### src/rtl/core/a2s_pkg.sv
// ----------------------------------------------------------------------------
// a2s_pkg
// Shared types and constants of the info reply validator.
// ----------------------------------------------------------------------------
package a2s_pkg;

	// configuration port
	localparam int unsigned APB_AW = 3;
	localparam int unsigned APB_DW = 32;
	localparam logic REG_MAX_BYTES = 1'b0;   // register index taken from paddr[2]
	localparam logic [15:0] MAX_BYTES_RST = 16'd4096;

	// byte counter saturation
	localparam logic [15:0] CNT_SAT = 16'hFFFF;

	// defaults for top level parameters
	localparam int unsigned STRING_LIMIT_DEF = 256;
	localparam int unsigned IN_DEPTH_DEF = 4;
	localparam int unsigned OUT_DEPTH_DEF = 2;

	// byte values
	localparam logic [7:0] HDR_FF = 8'hFF;
	localparam logic [7:0] HDR_TAG = 8'h49;
	localparam logic [7:0] CH_D = 8'h64;
	localparam logic [7:0] CH_L = 8'h6C;
	localparam logic [7:0] CH_P = 8'h70;
	localparam logic [7:0] CH_W = 8'h77;
	localparam logic [7:0] CH_M = 8'h6D;
	localparam logic [7:0] CH_O = 8'h6F;
	localparam logic [7:0] FLAG_MASK = 8'hF1;
	localparam logic [15:0] APP_EXTRA_ID = 16'd2400;

	// classified input byte, front to back
	typedef struct packed {
		logic [7:0] data;
		logic       last;
		logic       is_ff;
		logic       is_tag;
		logic       is_zero;
		logic       is_type;
		logic       is_env;
		logic       is_bool;
		logic       flag_ok;
	} cls_t;

	// verdict of one packet
	typedef struct packed {
		logic        valid;
		logic [15:0] length;
	} res_t;

endpackage

### src/rtl/core/a2s_fifo.sv
// ----------------------------------------------------------------------------
// a2s_fifo
// Small flop-based queue with push/full and pop/empty handshakes.
// ----------------------------------------------------------------------------
module a2s_fifo #(
	parameter int unsigned WIDTH = 8,
	parameter int unsigned DEPTH = 4
) (
	input  logic             clk,
	input  logic             arst_n,
	input  logic             push,
	input  logic [WIDTH-1:0] wdata,
	output logic             full,
	input  logic             pop,
	output logic [WIDTH-1:0] rdata,
	output logic             empty
);

	localparam int unsigned AW = (DEPTH > 1) ? $clog2(DEPTH) : 1;
	localparam int unsigned CW = $clog2(DEPTH + 1);

	logic [WIDTH-1:0] slot_q [DEPTH];
	logic [AW-1:0]    wr_ptr_q;
	logic [AW-1:0]    rd_ptr_q;
	logic [CW-1:0]    count_q;
	logic             do_push;
	logic             do_pop;

	assign full    = (count_q == CW'(DEPTH));
	assign empty   = (count_q == '0);
	assign do_push = push & ~full;
	assign do_pop  = pop & ~empty;
	assign rdata   = slot_q[rd_ptr_q];

	always_ff @(posedge clk or negedge arst_n) begin
		if (!arst_n) begin
			wr_ptr_q <= '0;
			rd_ptr_q <= '0;
			count_q  <= '0;
		end else begin
			if (do_push) begin
				wr_ptr_q <= (wr_ptr_q == AW'(DEPTH - 1)) ? '0 : wr_ptr_q + AW'(1);
			end
			if (do_pop) begin
				rd_ptr_q <= (rd_ptr_q == AW'(DEPTH - 1)) ? '0 : rd_ptr_q + AW'(1);
			end
			if (do_push && !do_pop) begin
				count_q <= count_q + CW'(1);
			end else if (do_pop && !do_push) begin
				count_q <= count_q - CW'(1);
			end
		end
	end

	always_ff @(posedge clk) begin
		if (do_push) begin
			slot_q[wr_ptr_q] <= wdata;
		end
	end

endmodule

### src/rtl/core/a2s_classify.sv
// ----------------------------------------------------------------------------
// a2s_classify
// Front end: tags each incoming byte with the value tests the parser needs.
// ----------------------------------------------------------------------------
module a2s_classify (
	input  logic           [7:0] data_byte,
	input  logic                 last_byte,
	output a2s_pkg::cls_t        cls
);

	always_comb begin
		cls.data    = data_byte;
		cls.last    = last_byte;
		cls.is_ff   = (data_byte == a2s_pkg::HDR_FF);
		cls.is_tag  = (data_byte == a2s_pkg::HDR_TAG);
		cls.is_zero = (data_byte == 8'h00);
		cls.is_type = data_byte inside {a2s_pkg::CH_D, a2s_pkg::CH_L, a2s_pkg::CH_P};
		cls.is_env  = data_byte inside {a2s_pkg::CH_L, a2s_pkg::CH_W, a2s_pkg::CH_M,
			a2s_pkg::CH_O};
		cls.is_bool = (data_byte[7:1] == 7'd0);
		// only bits of the allowed flag set may be present
		cls.flag_ok = ((data_byte & ~a2s_pkg::FLAG_MASK) == 8'h00);
	end

endmodule

### src/rtl/core/a2s_parse.sv
// ----------------------------------------------------------------------------
// a2s_parse
// Back end: walks the reply structure one classified byte per cycle (last byte
// held while out_full) and issues a verdict on the last byte of each packet.
// ----------------------------------------------------------------------------
module a2s_parse #(
	parameter int unsigned STRING_LIMIT = a2s_pkg::STRING_LIMIT_DEF
) (
	input  logic                 clk,
	input  logic                 arst_n,
	input  logic [15:0]          max_bytes,
	input  logic                 in_valid,
	input  a2s_pkg::cls_t        in_cls,
	output logic                 in_take,
	input  logic                 out_full,
	output logic                 out_push,
	output a2s_pkg::res_t        out_res
);

	localparam int unsigned SCW = $clog2(STRING_LIMIT + 1);

	typedef enum logic [12:0] {
		PH_HDR   = 13'b0000000000001,
		PH_STR   = 13'b0000000000010,
		PH_FIX   = 13'b0000000000100,
		PH_APP   = 13'b0000000001000,
		PH_VER   = 13'b0000000010000,
		PH_FLAG  = 13'b0000000100000,
		PH_PORT  = 13'b0000001000000,
		PH_SID   = 13'b0000010000000,
		PH_SPORT = 13'b0000100000000,
		PH_SPSTR = 13'b0001000000000,
		PH_KEY   = 13'b0010000000000,
		PH_GID   = 13'b0100000000000,
		PH_DONE  = 13'b1000000000000
	} phase_t;

	phase_t         phase_q, phase_nx;
	logic [15:0]    cnt_q, cnt_nx;
	logic [3:0]     idx_q, idx_nx;
	logic [1:0]     str_num_q, str_num_nx;
	logic [SCW-1:0] scnt_q, scnt_nx;
	logic [7:0]     app_lo_q, app_lo_nx;
	logic [7:0]     flags_q, flags_nx;
	logic           failed_q, failed_nx;
	logic           app_extra_q, app_extra_nx;

	logic           bad;
	logic           str_bad;
	logic [SCW-1:0] scnt_step;
	logic [3:0]     idx_inc;
	logic           ok;

	// next optional field after 'from' whose flag bit is set
	function automatic phase_t next_opt(input phase_t from, input logic [7:0] f);
		logic a_flag, a_port, a_sid, a_sport, a_spstr, a_key;
		phase_t r;
		a_flag  = (from == PH_FLAG);
		a_port  = a_flag  | (from == PH_PORT);
		a_sid   = a_port  | (from == PH_SID);
		a_sport = a_sid   | (from == PH_SPORT);
		a_spstr = a_sport | (from == PH_SPSTR);
		a_key   = a_spstr | (from == PH_KEY);
		if (a_flag && f[7]) begin
			r = PH_PORT;
		end else if (a_port && f[4]) begin
			r = PH_SID;
		end else if (a_sid && f[6]) begin
			r = PH_SPORT;
		end else if (a_sport && f[6]) begin
			r = PH_SPSTR;
		end else if (a_spstr && f[5]) begin
			r = PH_KEY;
		end else if (a_key && f[0]) begin
			r = PH_GID;
		end else begin
			r = PH_DONE;
		end
		return r;
	endfunction

	assign in_take = in_valid & (~in_cls.last | ~out_full);

	always_comb begin
		cnt_nx = (cnt_q != a2s_pkg::CNT_SAT) ? cnt_q + 16'd1 : cnt_q;

		// string terminator resets the count, overlong string fails
		str_bad   = ~in_cls.is_zero &
			(({1'b0, scnt_q} + (SCW + 1)'(1)) >= (SCW + 1)'(STRING_LIMIT));
		scnt_step = in_cls.is_zero ? '0 : scnt_q + SCW'(1);
		idx_inc   = idx_q + 4'd1;

		phase_nx     = phase_q;
		idx_nx       = idx_q;
		str_num_nx   = str_num_q;
		scnt_nx      = scnt_q;
		app_lo_nx    = app_lo_q;
		flags_nx     = flags_q;
		app_extra_nx = app_extra_q;
		bad          = 1'b0;

		case (phase_q)
			PH_HDR: begin
				if (idx_q < 4'd4) begin
					bad = ~in_cls.is_ff;
				end else if (idx_q == 4'd4) begin
					bad = ~in_cls.is_tag;
				end
				if (idx_inc >= 4'd6) begin
					idx_nx     = '0;
					phase_nx   = PH_STR;
					str_num_nx = '0;
				end else begin
					idx_nx = idx_inc;
				end
			end
			PH_STR: begin
				bad     = str_bad;
				scnt_nx = scnt_step;
				if (in_cls.is_zero) begin
					str_num_nx = str_num_q + 2'd1;
					if (str_num_q == 2'd3) begin
						phase_nx = PH_FIX;
					end
				end
			end
			PH_FIX: begin
				if (idx_q == 4'd0) begin
					app_lo_nx = in_cls.data;
				end else if (idx_q == 4'd1) begin
					app_extra_nx = ({in_cls.data, app_lo_q} == a2s_pkg::APP_EXTRA_ID);
				end else if (idx_q == 4'd5) begin
					bad = ~in_cls.is_type;
				end else if (idx_q == 4'd6) begin
					bad = ~in_cls.is_env;
				end else if (idx_q >= 4'd7) begin
					bad = ~in_cls.is_bool;
				end
				if (idx_inc >= 4'd9) begin
					idx_nx   = '0;
					phase_nx = app_extra_q ? PH_APP : PH_VER;
				end else begin
					idx_nx = idx_inc;
				end
			end
			PH_APP: begin
				if (idx_inc >= 4'd3) begin
					idx_nx   = '0;
					phase_nx = PH_VER;
				end else begin
					idx_nx = idx_inc;
				end
			end
			PH_VER: begin
				bad     = str_bad;
				scnt_nx = scnt_step;
				if (in_cls.is_zero) begin
					phase_nx = PH_FLAG;
				end
			end
			PH_FLAG: begin
				bad      = ~in_cls.flag_ok;
				flags_nx = in_cls.data;
				phase_nx = next_opt(PH_FLAG, in_cls.data);
			end
			PH_PORT, PH_SPORT: begin
				if (idx_inc >= 4'd2) begin
					idx_nx   = '0;
					phase_nx = next_opt(phase_q, flags_q);
				end else begin
					idx_nx = idx_inc;
				end
			end
			PH_SID, PH_GID: begin
				if (idx_inc >= 4'd8) begin
					idx_nx   = '0;
					phase_nx = next_opt(phase_q, flags_q);
				end else begin
					idx_nx = idx_inc;
				end
			end
			PH_SPSTR, PH_KEY: begin
				bad     = str_bad;
				scnt_nx = scnt_step;
				if (in_cls.is_zero) begin
					phase_nx = next_opt(phase_q, flags_q);
				end
			end
			default: begin
				// anything past the end of the structure
				bad = 1'b1;
			end
		endcase

		// once failed, or over the length limit, bytes are only counted
		if (failed_q || (cnt_nx > max_bytes)) begin
			failed_nx    = 1'b1;
			phase_nx     = phase_q;
			idx_nx       = idx_q;
			str_num_nx   = str_num_q;
			scnt_nx      = scnt_q;
			app_lo_nx    = app_lo_q;
			flags_nx     = flags_q;
			app_extra_nx = app_extra_q;
		end else begin
			failed_nx = bad;
		end

		ok = ~failed_nx & ((phase_nx == PH_FLAG) | (phase_nx == PH_DONE));
	end

	assign out_push       = in_take & in_cls.last;
	assign out_res.valid  = ok;
	assign out_res.length = cnt_nx;

	always_ff @(posedge clk or negedge arst_n) begin
		if (!arst_n) begin
			phase_q     <= PH_HDR;
			cnt_q       <= '0;
			idx_q       <= '0;
			str_num_q   <= '0;
			scnt_q      <= '0;
			app_lo_q    <= '0;
			flags_q     <= '0;
			failed_q    <= 1'b0;
			app_extra_q <= 1'b0;
		end else if (in_take) begin
			if (in_cls.last) begin
				phase_q     <= PH_HDR;
				cnt_q       <= '0;
				idx_q       <= '0;
				str_num_q   <= '0;
				scnt_q      <= '0;
				app_lo_q    <= '0;
				flags_q     <= '0;
				failed_q    <= 1'b0;
				app_extra_q <= 1'b0;
			end else begin
				phase_q     <= phase_nx;
				cnt_q       <= cnt_nx;
				idx_q       <= idx_nx;
				str_num_q   <= str_num_nx;
				scnt_q      <= scnt_nx;
				app_lo_q    <= app_lo_nx;
				flags_q     <= flags_nx;
				failed_q    <= failed_nx;
				app_extra_q <= app_extra_nx;
			end
		end
	end

endmodule

### src/rtl/core/a2s_info_reply_validator.sv
// ----------------------------------------------------------------------------
// a2s_info_reply_validator
// Checks a game-server info reply byte by byte and gives one verdict per
// packet on its last byte.
//
// channel   dir  handshake          payload
// bytes     in   push / full        data_byte[7:0], last_byte
// verdicts  out  pop / empty        packet_valid, packet_length[15:0]
// config    in   apb psel/penable   max_packet_bytes at byte address 0
//
// one byte per cycle sustained while the verdict queue has room; a byte is
// stored in the front queue and parsed by the back end in the cycle it leaves
// it, and its verdict is registered in the verdict queue before the result ports.
// the back end holds a last byte while the verdict queue is full, and full
// rises once the byte queue fills behind it.
// reset clears the queues and the parser; max_packet_bytes returns to 4096.
// ----------------------------------------------------------------------------
module a2s_info_reply_validator #(
	parameter int unsigned STRING_LIMIT = a2s_pkg::STRING_LIMIT_DEF,
	parameter int unsigned IN_DEPTH     = a2s_pkg::IN_DEPTH_DEF,
	parameter int unsigned OUT_DEPTH    = a2s_pkg::OUT_DEPTH_DEF
) (
	input  logic                        clk,
	input  logic                        arst_n,
	// byte requests
	input  logic                        push,
	output logic                        full,
	input  logic [7:0]                  data_byte,
	input  logic                        last_byte,
	// verdicts
	output logic                        empty,
	input  logic                        pop,
	output logic                        packet_valid,
	output logic [15:0]                 packet_length,
	// configuration
	input  logic                        psel,
	input  logic                        penable,
	input  logic                        pwrite,
	input  logic [a2s_pkg::APB_AW-1:0]  paddr,
	input  logic [a2s_pkg::APB_DW-1:0]  pwdata,
	output logic [a2s_pkg::APB_DW-1:0]  prdata,
	output logic                        pready
);

	localparam int unsigned CLS_W = $bits(a2s_pkg::cls_t);
	localparam int unsigned RES_W = $bits(a2s_pkg::res_t);

	logic [15:0]       max_bytes_q;
	a2s_pkg::cls_t     cls_front;
	a2s_pkg::cls_t     cls_back;
	logic [CLS_W-1:0]  cls_rd;
	logic              cls_empty;
	logic              cls_take;
	logic              res_full;
	logic              res_push;
	a2s_pkg::res_t     res_wr;
	logic [RES_W-1:0]  res_rd;
	a2s_pkg::res_t     res_head;

	// configuration register
	assign pready = 1'b1;
	assign prdata = (paddr[2] == a2s_pkg::REG_MAX_BYTES) ?
		{{(a2s_pkg::APB_DW - 16){1'b0}}, max_bytes_q} : '0;

	always_ff @(posedge clk or negedge arst_n) begin
		if (!arst_n) begin
			max_bytes_q <= a2s_pkg::MAX_BYTES_RST;
		end else if (psel && penable && pwrite && pready &&
			(paddr[2] == a2s_pkg::REG_MAX_BYTES)) begin
			max_bytes_q <= pwdata[15:0];
		end
	end

	a2s_classify u_classify (
		.data_byte (data_byte),
		.last_byte (last_byte),
		.cls       (cls_front)
	);

	a2s_fifo #(
		.WIDTH (CLS_W),
		.DEPTH (IN_DEPTH)
	) u_byte_q (
		.clk    (clk),
		.arst_n (arst_n),
		.push   (push),
		.wdata  (cls_front),
		.full   (full),
		.pop    (cls_take),
		.rdata  (cls_rd),
		.empty  (cls_empty)
	);

	assign cls_back = a2s_pkg::cls_t'(cls_rd);

	a2s_parse #(
		.STRING_LIMIT (STRING_LIMIT)
	) u_parse (
		.clk       (clk),
		.arst_n    (arst_n),
		.max_bytes (max_bytes_q),
		.in_valid  (~cls_empty),
		.in_cls    (cls_back),
		.in_take   (cls_take),
		.out_full  (res_full),
		.out_push  (res_push),
		.out_res   (res_wr)
	);

	a2s_fifo #(
		.WIDTH (RES_W),
		.DEPTH (OUT_DEPTH)
	) u_verdict_q (
		.clk    (clk),
		.arst_n (arst_n),
		.push   (res_push),
		.wdata  (res_wr),
		.full   (res_full),
		.pop    (pop),
		.rdata  (res_rd),
		.empty  (empty)
	);

	assign res_head      = a2s_pkg::res_t'(res_rd);
	assign packet_valid  = res_head.valid;
	assign packet_length = res_head.length;

endmodule
### config.mk
export PLATFORM = sky130hd
export DESIGN_NAME = a2s_info_reply_validator
export DESIGN_NICKNAME = d
export VERILOG_FILES = /design/src/rtl/core/a2s_pkg.sv /design/src/rtl/core/a2s_fifo.sv /design/src/rtl/core/a2s_classify.sv /design/src/rtl/core/a2s_parse.sv /design/src/rtl/core/a2s_info_reply_validator.sv
export SDC_FILE = /design/constraint.sdc
export NUM_CORES = 1
export LEC_CHECK = 0
export ABC_AREA = 0
export BUFFER_PORTS_ARGS = -buffer_cell sky130_fd_sc_hd__buf_2
export CORE_ASPECT_RATIO = 1.1
export CORE_UTILIZATION = 40
export CTS_BUF_LIST = sky130_fd_sc_hd__clkbuf_4 sky130_fd_sc_hd__clkbuf_8
export CTS_CLUSTER_SIZE = 30
export DETAILED_ROUTE_END_ITERATION = 8
export MAX_ROUTING_LAYER = met4
export PLACE_DENSITY = 0.59
export SYNTH_ARGS = -nofsm -noshare
export SYNTH_HDL_FRONTEND = slang
export SYNTH_HIERARCHICAL = 1
export SYNTH_SLANG_ARGS = --single-unit
### constraint.sdc
create_clock -name clk -period 6.4 [get_ports clk]
set_clock_uncertainty 0.2 [all_clocks]
set_input_delay 0.64 -clock clk [delete_from_list [all_inputs] [get_ports clk]]
set_output_delay 0.64 -clock clk [all_outputs]
set_load 0.02 [all_outputs]
==> metrics.txt, run 1 <==
CP Capture Type=register; Setup CP Type=register to register; Cell Area, Placed=10400 sq um; Power Density=378 nW/um^2; Seq/Total Area, Yosys=51.3%; Slew Viols, Final=0; Layout Area Growth over Synthesis=8.65%; vias in the first global route=6629; worst setup margin=0.533 ns; Max-slew headroom=38.2%; highest routed layer=met4; Cell Area, Synth=9930 sq um; Setup Viol. Count Final=0; Final Wtd Congestion=0.887; R2R depth=17; CTS tree=done; Critical Path RT=6.46 ns; largest net degree at the start of global routing=51; Post-Synthesis Cells=846; setup_tns=0 ns; fmax=170 MHz; Finished Core Util=44.2%; core area=24400 sq um; most frequent cells in the layout=edfxtp_1, dfrtp_1, buf_2, nand2_1, o21ai_0; Die Y=167 um; Final Instance Area=10800 sq um; drt pass-1 iters=7; sum of routed wire segments on met1=9580 um; Clock transition at path regs=0.11 ns; Nets=979; ys flop type=edfxtp_1; share of cells above drive strength 1=20.8%; via/cell ratio=5.48; post-layout min period=5.87 ns; CTS Root Cell=clkbuf_8; violated checks=DRC; outcome=finished, violations left; Max-Cap Viols=0; initial antenna violation count=0; drt first-iter violations=463; Initial Util=40.7%; Tcrit/Tclk final=91.7%; static leakage=4.56 nW; hold_ws=0.173 ns; worst slack, placed=0.435 ns; RSZ-0062 raised after global routing=false; Post-Place Cells=1185; DPL Wire Length=15100 um; vias post-DR=6671; CP max FO=7; Die Width=152 um; Die Area=25500 sq um; H-tree levels=4; antenna cells=0; Max IR drop VDD=0.000293 V; Worst Tran Pin Value=0.927 ns; flops & latches, synth=184; total track usage=18.2%; CTS Sinks=184; routed wl met3=862 um; syn avg cell area=11.7 sq um; Remaining DRCs=6; DR WL/cell=17.8 um; Num CTS Buffers=17; worst-case clock buffer depth=2; worst skew pair latency=0.48 ns; GR Overflow Total=0; Post-CTS Setup Bufs=0; total wire length=21600 um; Arr. time, crit path=5.92 ns; synth warn=6; commonest non-fill, non-tap cell in the layout=edfxtp_1; # port buffers=67; Post-synth EDFFs=98; post-synth cell types=79; row cnt=60; Final Hold Fails=0; asr flop ratio synth=46.7%; I/O pin count=103; final non-filler cell total=1218; DR WL met2=10800 um; Hold Path Class=input port to register; first-pass GRT wire length=35200 um; startpoint type of the worst setup path=register; Tot Pwr=4.08 mW; WHS Path Cells=1; ANT nets after route=0
synthesized netlist by cell type (7+ instances only):
library cell / instances / area, sq um
nor3_1: 20 / 100
nand2_1: 58 / 218
and2_1: 8 / 50.1
nand4_1: 7 / 43.8
mux4_2: 16 / 360
xor2_1: 17 / 149
dfrtp_1: 84 / 2100
xnor2_1: 10 / 87.6
nor4_1: 13 / 81.3
nor2b_1: 19 / 119
nand3_1: 30 / 150
o21ai_0: 54 / 270
mux2_4: 21 / 315
a21oi_1: 30 / 150
a21o_1: 8 / 60.1
buf_4: 28 / 210
and3_1: 12 / 75.1
buf_2: 9 / 45.0
a22o_1: 25 / 219
edfxtp_1: 98 / 2940
o31ai_1: 8 / 60.1
nor2_1: 42 / 158
inv_1: 39 / 146
mux2_2: 18 / 203
ha_1: 32 / 400
clkbuf_1: 16 / 60.1
critical path, stage by stage, from the launching register on:
cell and delay (ns):
dfrtp_1 0.46, nand4_1 0.28, nor4_4 0.49, nand3_1 0.15
and3_1 0.24, and4_1 0.27, and3_1 0.23, xor2_1 0.32
ha_1 0.33, a41o_1 0.24, a21oi_1 0.11, o21ai_0 0.10
a211oi_1 0.55, nor2_1 0.29, and2b_2 0.33, o311ai_0 0.20
or4_1 0.58, nor4_2 0.27
cells by family after synthesis:
family | share of synthesized area (%)
simple gates | 16.3
flops | 51.3
other cells | 0.0756
buf+inv | 5.49
mux | 9.25
xor+xnor | 2.38
compound gates | 11.0
fa+ha+maj | 4.23
registers in the layout (all words and copies together), names as in the netlist:
| signal | cells |
|---|---|
| u_parse/app_lo_q | 8 |
| u_verdict_q/rd_ptr_q | 1 |
| u_verdict_q/slot_q | 34 |
| u_byte_q/rd_ptr_q | 2 |
| u_parse/phase_q | 13 |
| u_parse/str_num_q | 2 |
| u_verdict_q/wr_ptr_q | 1 |
| u_parse/scnt_q | 9 |
| u_parse/cnt_q | 16 |
| u_byte_q/wr_ptr_q | 2 |
| u_byte_q/count_q | 3 |
| u_verdict_q/count_q | 2 |
| u_parse/idx_q | 4 |
| u_parse/app_extra_q | 1 |
| max_bytes_q | 16 |
| u_parse/failed_q | 1 |
| u_parse/flags_q | 5 |
| u_byte_q/slot_q | 64 |
layer usage:
layer,up-vias,global-route usage [%]
met5,-,-
met4,0,6.57
li1,3196,-
met1,3281,22.6
met3,29,2.95
met2,165,29.9
power by group:
group	internal [mW]	switching, mW
clock network	0.330	0.473
logic	0.612	0.968
registers	1.52	0.177
cell type report:
cell class,count,area [sq um]
multi-input cells,577,4350
clock buffers,18,241
flip-flops and latches,184,5100
well taps,310,388
repair buffers,76,408
fillers,2259,13600
clock inverters,14,156
inverters,39,146
what timing repair did:
item,in CTS,in global routing
endpoints found under the hold margin,36,0
resized for setup,0,1
hold buffers,1,0
setup endpoints to repair,0,6
final timing paths:
check / from / end / slack [ns]
setup / recovery: u_parse/cnt_q[4] / u_verdict_q/slot_q[0][16] / 0.53
hold / removal: last_byte / u_byte_q/slot_q[1][7] / 0.17
setup reg to reg: u_parse/cnt_q[4] / u_verdict_q/slot_q[0][16] / 0.53
hold reg to reg: u_parse/scnt_q[4] / u_parse/scnt_q[4] / 0.29
max in group asynchronous: arst_n / u_verdict_q/count_q[0] / 4.50
min in group asynchronous: arst_n / u_parse/scnt_q[2] / 0.46
Note: power is estimated with default switching activity, not from simulation.
==> run 2, diff against run 1 <==
--- a/config.mk
+++ b/config.mk
@@ -5,8 +5,9 @@
 export SDC_FILE = /design/constraint.sdc
 export NUM_CORES = 1
 export LEC_CHECK = 0
-export ABC_AREA = 0
+export ABC_AREA = 1
 export BUFFER_PORTS_ARGS = -buffer_cell sky130_fd_sc_hd__buf_2
+export CAP_MARGIN = 40
 export CORE_ASPECT_RATIO = 1.1
 export CORE_UTILIZATION = 40
 export CTS_BUF_LIST = sky130_fd_sc_hd__clkbuf_4 sky130_fd_sc_hd__clkbuf_8
==> metrics.txt, run 2 <==
outcome=finished, final reports clean; share of cells above drive strength 1=17.6% (-3.2 points); worst stage delay on the critical path=0.63 ns (+0.05 ns); CTS Root Cell=clkbuf_8; CTS tree=done; CP max FO=14 (+7); top cells by area, synth=edfxtp_1, dfrtp_1, nand2_1; core area=26200 sq um (+7.5%); H-tree levels=4 (unchanged); row cnt=62 (+3.3%); count leader, synth=nand2_1; Remaining DRCs=0 (-6); Top reg by flops=u_byte_q/slot_q; Compound-Gate Fraction of Synth Area=9.82% (-1.2 points); Synth Area in Adders=3.91% (-0.32 points); post-layout min period=5.06 ns (-0.805 ns); Num CTS Buffers=17 (unchanged); Gate power share=46.3% (+7.6 points); fillers=2650 (+17%); Die Y=174 um (+4.0%); setup_tns=0 ns (unchanged); Clock transition at path regs=0.12 ns (about the same); Arr. time, crit path=5.23 ns (-0.69 ns); Max IR drop VDD=0.000178 V (-39%); Setup Viol. Count Final=0 (unchanged); post-synth cell types=54 (-32%); Hold Path Class=input port to register; Max-slew headroom=47.1% (+8.9 points); asr flop ratio synth=46.7% (unchanged); startpoint type of the worst setup path=register; vias in the first global route=7573 (+14%); area share of the largest cell type after synthesis=27.4% (-2.2 points); sequential group share of total power=36.6% (-5.0 points); largest family of logic cells by synthesized area=simple AND/OR/NAND/NOR gates; ANT nets after route=0 (unchanged); CP Capture Type=register; Nets=1403 (+43%); Power Density=420 nW/um^2 (+11%); sw frac=47.0% (+7.3 points); DPL Wire Length=17300 um (+14%); RSZ-0062 raised after global routing=false; antenna cells=0 (unchanged); synth warn=6 (unchanged); worst-case clock buffer depth=2 (unchanged); Post-synth EDFFs=98 (unchanged); Post-Synthesis Cells=1258 (+49%); total wire length=23500 um (+8.8%); worst skew pair latency=0.48 ns (about the same); Switch Pwr=2.31 mW (+43%); clock group share of total power=17.2% (-2.5 points); Worst Tran Pin Value=0.791 ns (-0.136 ns); XOR/XNOR Fraction of Synth Area=1.05% (-1.3 points); worst setup margin=1.34 ns (+0.805 ns); most instantiated cells after synthesis=nand2_1, inv_1, nor2_1, edfxtp_1, dfrtp_1; initial antenna violation count=0 (unchanged); GR Overflow Total=0 (unchanged); Die Area=27500 sq um (+8.1%); Cell Area, Synth=10700 sq um (+8.2%); Setup CP Type=register to register; Cell Int Power=2.60 mW (+5.7%); CTS Sinks=184 (unchanged); Die Width=158 um (+4.0%); Max-Cap Viols=0 (unchanged); multiplexer share of the synthesized area=0.0932% (-9.2 points); static leakage=5.53 nW (+21%); drt first-iter violations=492 (+6.3%); drt pass-1 iters=5 (-2); first-pass GRT wire length=38200 um (+8.5%); fmax=198 MHz (+16%); Final Hold Fails=0 (unchanged); Largest register FFs=64 (unchanged); flops & latches, synth=184 (unchanged); Synth Area in Simple Gates=26.7% (+10 points); ys flop type=edfxtp_1; # port buffers=67 (unchanged); Initial Util=41.0% (+0.27 points); CP max stage cell=nor2_1; largest net degree at the start of global routing=53 (+3.9%); leading area contributor after synthesis=edfxtp_1; Post-CTS Setup Bufs=0 (unchanged); Tcrit/Tclk final=79.1% (-13 points); via/cell ratio=4.86 (-11%); Critical Path RT=6.57 ns (+0.11 ns); total track usage=18.3% (+0.17 points); Slew Viols, Final=0 (unchanged); vias post-DR=8182 (+23%); Final Wtd Congestion=0.892 (+0.67%); Seq/Total Area, Yosys=47.4% (-3.9 points); DR WL/cell=14.0 um (-21%); commonest non-fill, non-tap cell in the layout=nand2_1; Layout Area Growth over Synthesis=8.78%; worst slack, placed=1.50 ns (+1.06 ns); syn avg cell area=8.54 sq um (-27%); I/O pin count=103 (unchanged); largest registers=u_byte_q/slot_q x64, u_verdict_q/slot_q x34; most frequent cells in the layout=nand2_1, inv_1, nor2_1, edfxtp_1, dfrtp_1
-- run 2: cell types whose count changed after synthesis, sizes merged, moves of 16 or more --
cell    before  now
nor2        42  138
mux2        39    0
a22o        25    1
o211ai       2   36
nor2b       19    0
nand2       58  358
inv         39  196
mux4        16    0
nor4        18    2
nand3       30   78
-- run 2: worst paths after layout --
| check | depth (start not counted) | slack, ns | start | to |
|---|---|---|---|---|
| min reg2reg | 2 | 0.29 | max_bytes_q[12] | max_bytes_q[12] |
| min | 3 | 0.16 | pwdata[12] | max_bytes_q[12] |
| min in group asynchronous | 2 | 0.45 | arst_n | max_bytes_q[10] |
| max in group asynchronous | 3 | 4.48 | arst_n | u_parse/str_num_q[1] |
| max reg2reg | 28 | 1.34 | u_parse/cnt_q[0] | u_parse/app_lo_q[5] |
| max | 28 | 1.34 | u_parse/cnt_q[0] | u_parse/app_lo_q[5] |
-- run 2: repair_timing --
action	CTS	global route
resized for setup	0	0
endpoints found under the hold margin	34	0
endpoints found under the setup margin	0	0
hold buffers	1	0
-- run 2: final cells by class --
class / count / area (sq um) / area share (%)
Clock inverter: 15 / 208 / 1.78
Clock buffer: 17 / 234 / 2.00
Sequential cell: 184 / 5100 / 43.6
Timing Repair Buffer: 78 / 423 / 3.62
Inverter: 198 / 751 / 6.42
Multi-Input combinational cell: 840 / 4530 / 38.8
Tap cell: 352 / 440 / 3.77
-- run 2: logic make-up after synthesis --
kind of cell,Yosys count
flops,184
buf+inv,249
fa+ha+maj,33
other cells,2
mux,1
simple gates,620
xor+xnor,12
compound gates,157
-- run 2: through the flow --
stage | util (%) | power [mW] | instances | cell area, sq um | hold WS (ns)
after floorplan | - | 3.56 | 1273 | 10800 | 0.144
after global placement | 42.9 | 4.08 | 1651 | 11200 | 0.262
after detailed placement | 42.9 | 4.11 | 1651 | 11200 | 0.270
after CTS | 44.6 | 4.96 | 1684 | 11700 | 0.142
after global routing | 44.6 | 5.30 | 1684 | 11700 | 0.157
final | 44.6 | 4.91 | 1684 | 11700 | 0.163
-- run 2: critical path: cells and delay by family (launching register included) --
kind,cells,cell delay (ns)
fa+ha+maj,2,0.51
compound gates,3,0.47
simple gates,19,2.98
xor+xnor,1,0.21
flops,1,0.37
buf+inv,3,0.22
-- run 2: metal layers --
| metal | GRT usage (%) | part of all wire (%) | up-vias |
|---|---|---|---|
| li1 | - | - | 4175 |
| met1 | 23.5 | 46 | 3825 |
| met2 | 30.4 | 49 | 161 |
| met3 | 2.62 | 3.1 | 21 |
| met4 | 4.37 | 1.2 | 0 |
| met5 | - | 0 | - |
-- run 2: power by group through the flow --
stage	Combinational (mW)	Sequential (mW)	Clock (mW)
finish	2.27	1.80	0.842
CTS	2.30	1.80	0.866
floorplan	1.81	1.75	0
detailed placement	2.29	1.82	0
global route	2.56	1.83	0.904
global placement	2.26	1.82	0
==> run 3, diff against run 2 <==
==> constraint.sdc (replaced) <==
create_clock -name clk -period 4.7 [get_ports clk]
set_clock_uncertainty 0.2 [all_clocks]
set_input_delay 0.47 -clock clk [delete_from_list [all_inputs] [get_ports clk]]
set_output_delay 0.47 -clock clk [all_outputs]
set_load 0.02 [all_outputs]
==> metrics.txt, run 3 (synthesized netlist as in run 2, its figures left out) <==
Layout Area Growth over Synthesis=10.6%; Setup Viol. Count Final=0 (unchanged); commonest non-fill, non-tap cell in the layout=nand2_1; setup_tns=0 ns (unchanged); vias in the first global route=7720 (+1.9%); Die Width=158 um (unchanged); GR Overflow Total=0 (unchanged); Buf/Inv on CP=4 (+1); Critical Path RT=4.83 ns (-1.74 ns); worst-case clock buffer depth=2 (unchanged); CTS Root Cell=clkbuf_8; ANT nets after route=0 (unchanged); Num CTS Buffers=17 (unchanged); Final Wtd Congestion=0.904 (+1.3%); Die Area=27500 sq um (unchanged); total wire length=24000 um (+2.1%); Cell Area, Placed=11300 sq um (+0.80%); H-tree levels=4 (unchanged); I/O pin count=103 (unchanged); worst skew pair latency=0.48 ns (about the same); antenna cells=0 (unchanged); Die Y=174 um (unchanged); row cnt=62 (unchanged); Initial Util=41.0% (unchanged); largest registers=u_byte_q/slot_q x64, u_verdict_q/slot_q x34; DR WL/cell=14.1 um (+0.92%); CP max FO=9 (-5); vias post-DR=8214 (+0.39%); outcome=finished, final reports clean; largest net degree at the start of global routing=57 (+7.5%); # port buffers=67 (unchanged); CTS tree=done; CP max stage cell=dfrtp_1; Max-slew headroom=49.7% (+2.7 points); Remaining DRCs=0 (unchanged); post-layout min period=4.34 ns (-0.724 ns); Arr. time, crit path=4.46 ns (-0.77 ns); CTS Sinks=184 (unchanged); first-pass GRT wire length=39100 um (+2.3%); static leakage=5.65 nW (+2.3%); Power Density=573 nW/um^2 (+36%); Max-Cap Viols=0 (unchanged); Final Instance Area=11900 sq um (+1.7%); most frequent cells in the layout=nand2_1, inv_1, nor2_1, edfxtp_1, dfrtp_1; startpoint type of the worst setup path=register; core area=26200 sq um (unchanged); Max IR drop VDD=0.000339 V (+91%); share of cells above drive strength 1=18.6% (+0.94 points); worst stage delay on the critical path=0.37 ns (-0.26 ns); Clock transition at path regs=0.12 ns (about the same); Slew Viols, Final=0 (unchanged); CP Capture Type=register; initial antenna violation count=0 (unchanged); CP dominant cell by count=nand2_1; Final Hold Fails=0 (unchanged); Top reg by flops=u_byte_q/slot_q; Finished Core Util=45.3% (+0.74 points); worst setup margin=0.363 ns (-0.976 ns); drt first-iter violations=473 (-3.9%); Worst Tran Pin Value=0.754 ns (-0.0374 ns); Largest register FFs=64 (unchanged); drt pass-1 iters=6 (+1); Nets=1422 (+1.4%); fmax=231 MHz (+17%); via/cell ratio=4.82 (-0.73%); Tcrit/Tclk final=92.3% (+13 points); Setup CP Type=register to register; total track usage=18.8% (+0.45 points); worst slack, placed=0.208 ns (-1.29 ns); top cell family by delay on the critical path=simple AND/OR/NAND/NOR gates; Hold Path Class=input port to register; DPL Wire Length=17400 um (+0.71%)
run 3: layout make-up:
| cell class | instances | area (sq um) |
|---|---|---|
| sequential | 184 | 5100 |
| clock inverter | 15 | 199 |
| tap | 352 | 440 |
| fill | 2604 | 14300 |
| timing repair buffer | 97 | 591 |
| multi-input combinational | 840 | 4570 |
| clock buffer | 17 | 234 |
| inverter | 198 | 751 |
run 3: path summary, 6_finish.rpt:
kind	cells past startpoint	start	slack, ns	endpoint
max reg2reg	31	u_parse/cnt_q[0]	0.36	u_verdict_q/slot_q[1][16]
min reg2reg	2	max_bytes_q[12]	0.29	max_bytes_q[12]
max	31	u_parse/cnt_q[0]	0.36	u_verdict_q/slot_q[1][16]
min in group asynchronous	2	arst_n	0.38	max_bytes_q[11]
min	3	pwdata[13]	0.03	max_bytes_q[13]
max in group asynchronous	3	arst_n	2.94	u_parse/phase_q[0]
run 3: power by group:
part	internal [mW]	switching, mW
logic	1.02	2.17
clock network	0.428	0.730
registers	2.17	0.284
total	3.62	3.19
run 3: stage by stage:
stage | total power [mW] | std cells | hold slack [ns]
3_5_place_dp | 5.69 | 1662 | 0.268
2_1_floorplan | 4.85 | 1273 | -0.0256
6_report | 6.81 | 1703 | 0.0305
3_3_place_gp | 5.62 | 1661 | 0.264
4_1_cts | 6.85 | 1702 | 0.00367
5_1_grt | 7.36 | 1703 | 0.0252
run 3: what timing repair did:
item	4_1_cts	5_1_grt
setup buffers	0	1
hold buffers	8	0
setup endpoints to repair	0	32
gates resized for setup	0	8
hold endpoints to repair	61	0
run 3: per-layer routing:
metal  track usage, %  up-vias  routed length [um]  part of all wire (%)
met3             2.62       21                 825                   3.4
li1                 -     4212                   -                     -
met4             4.53        0                 262                   1.1
met1             24.1     3820               11100                    46
met2             31.1      161               11800                    49
met5                -        -                   0                     0
run 3: tightest hold or removal path, cell delays in order:
cell     delay [ns]
buf_2          0.07
nand3_1        0.06
nand2_1        0.06
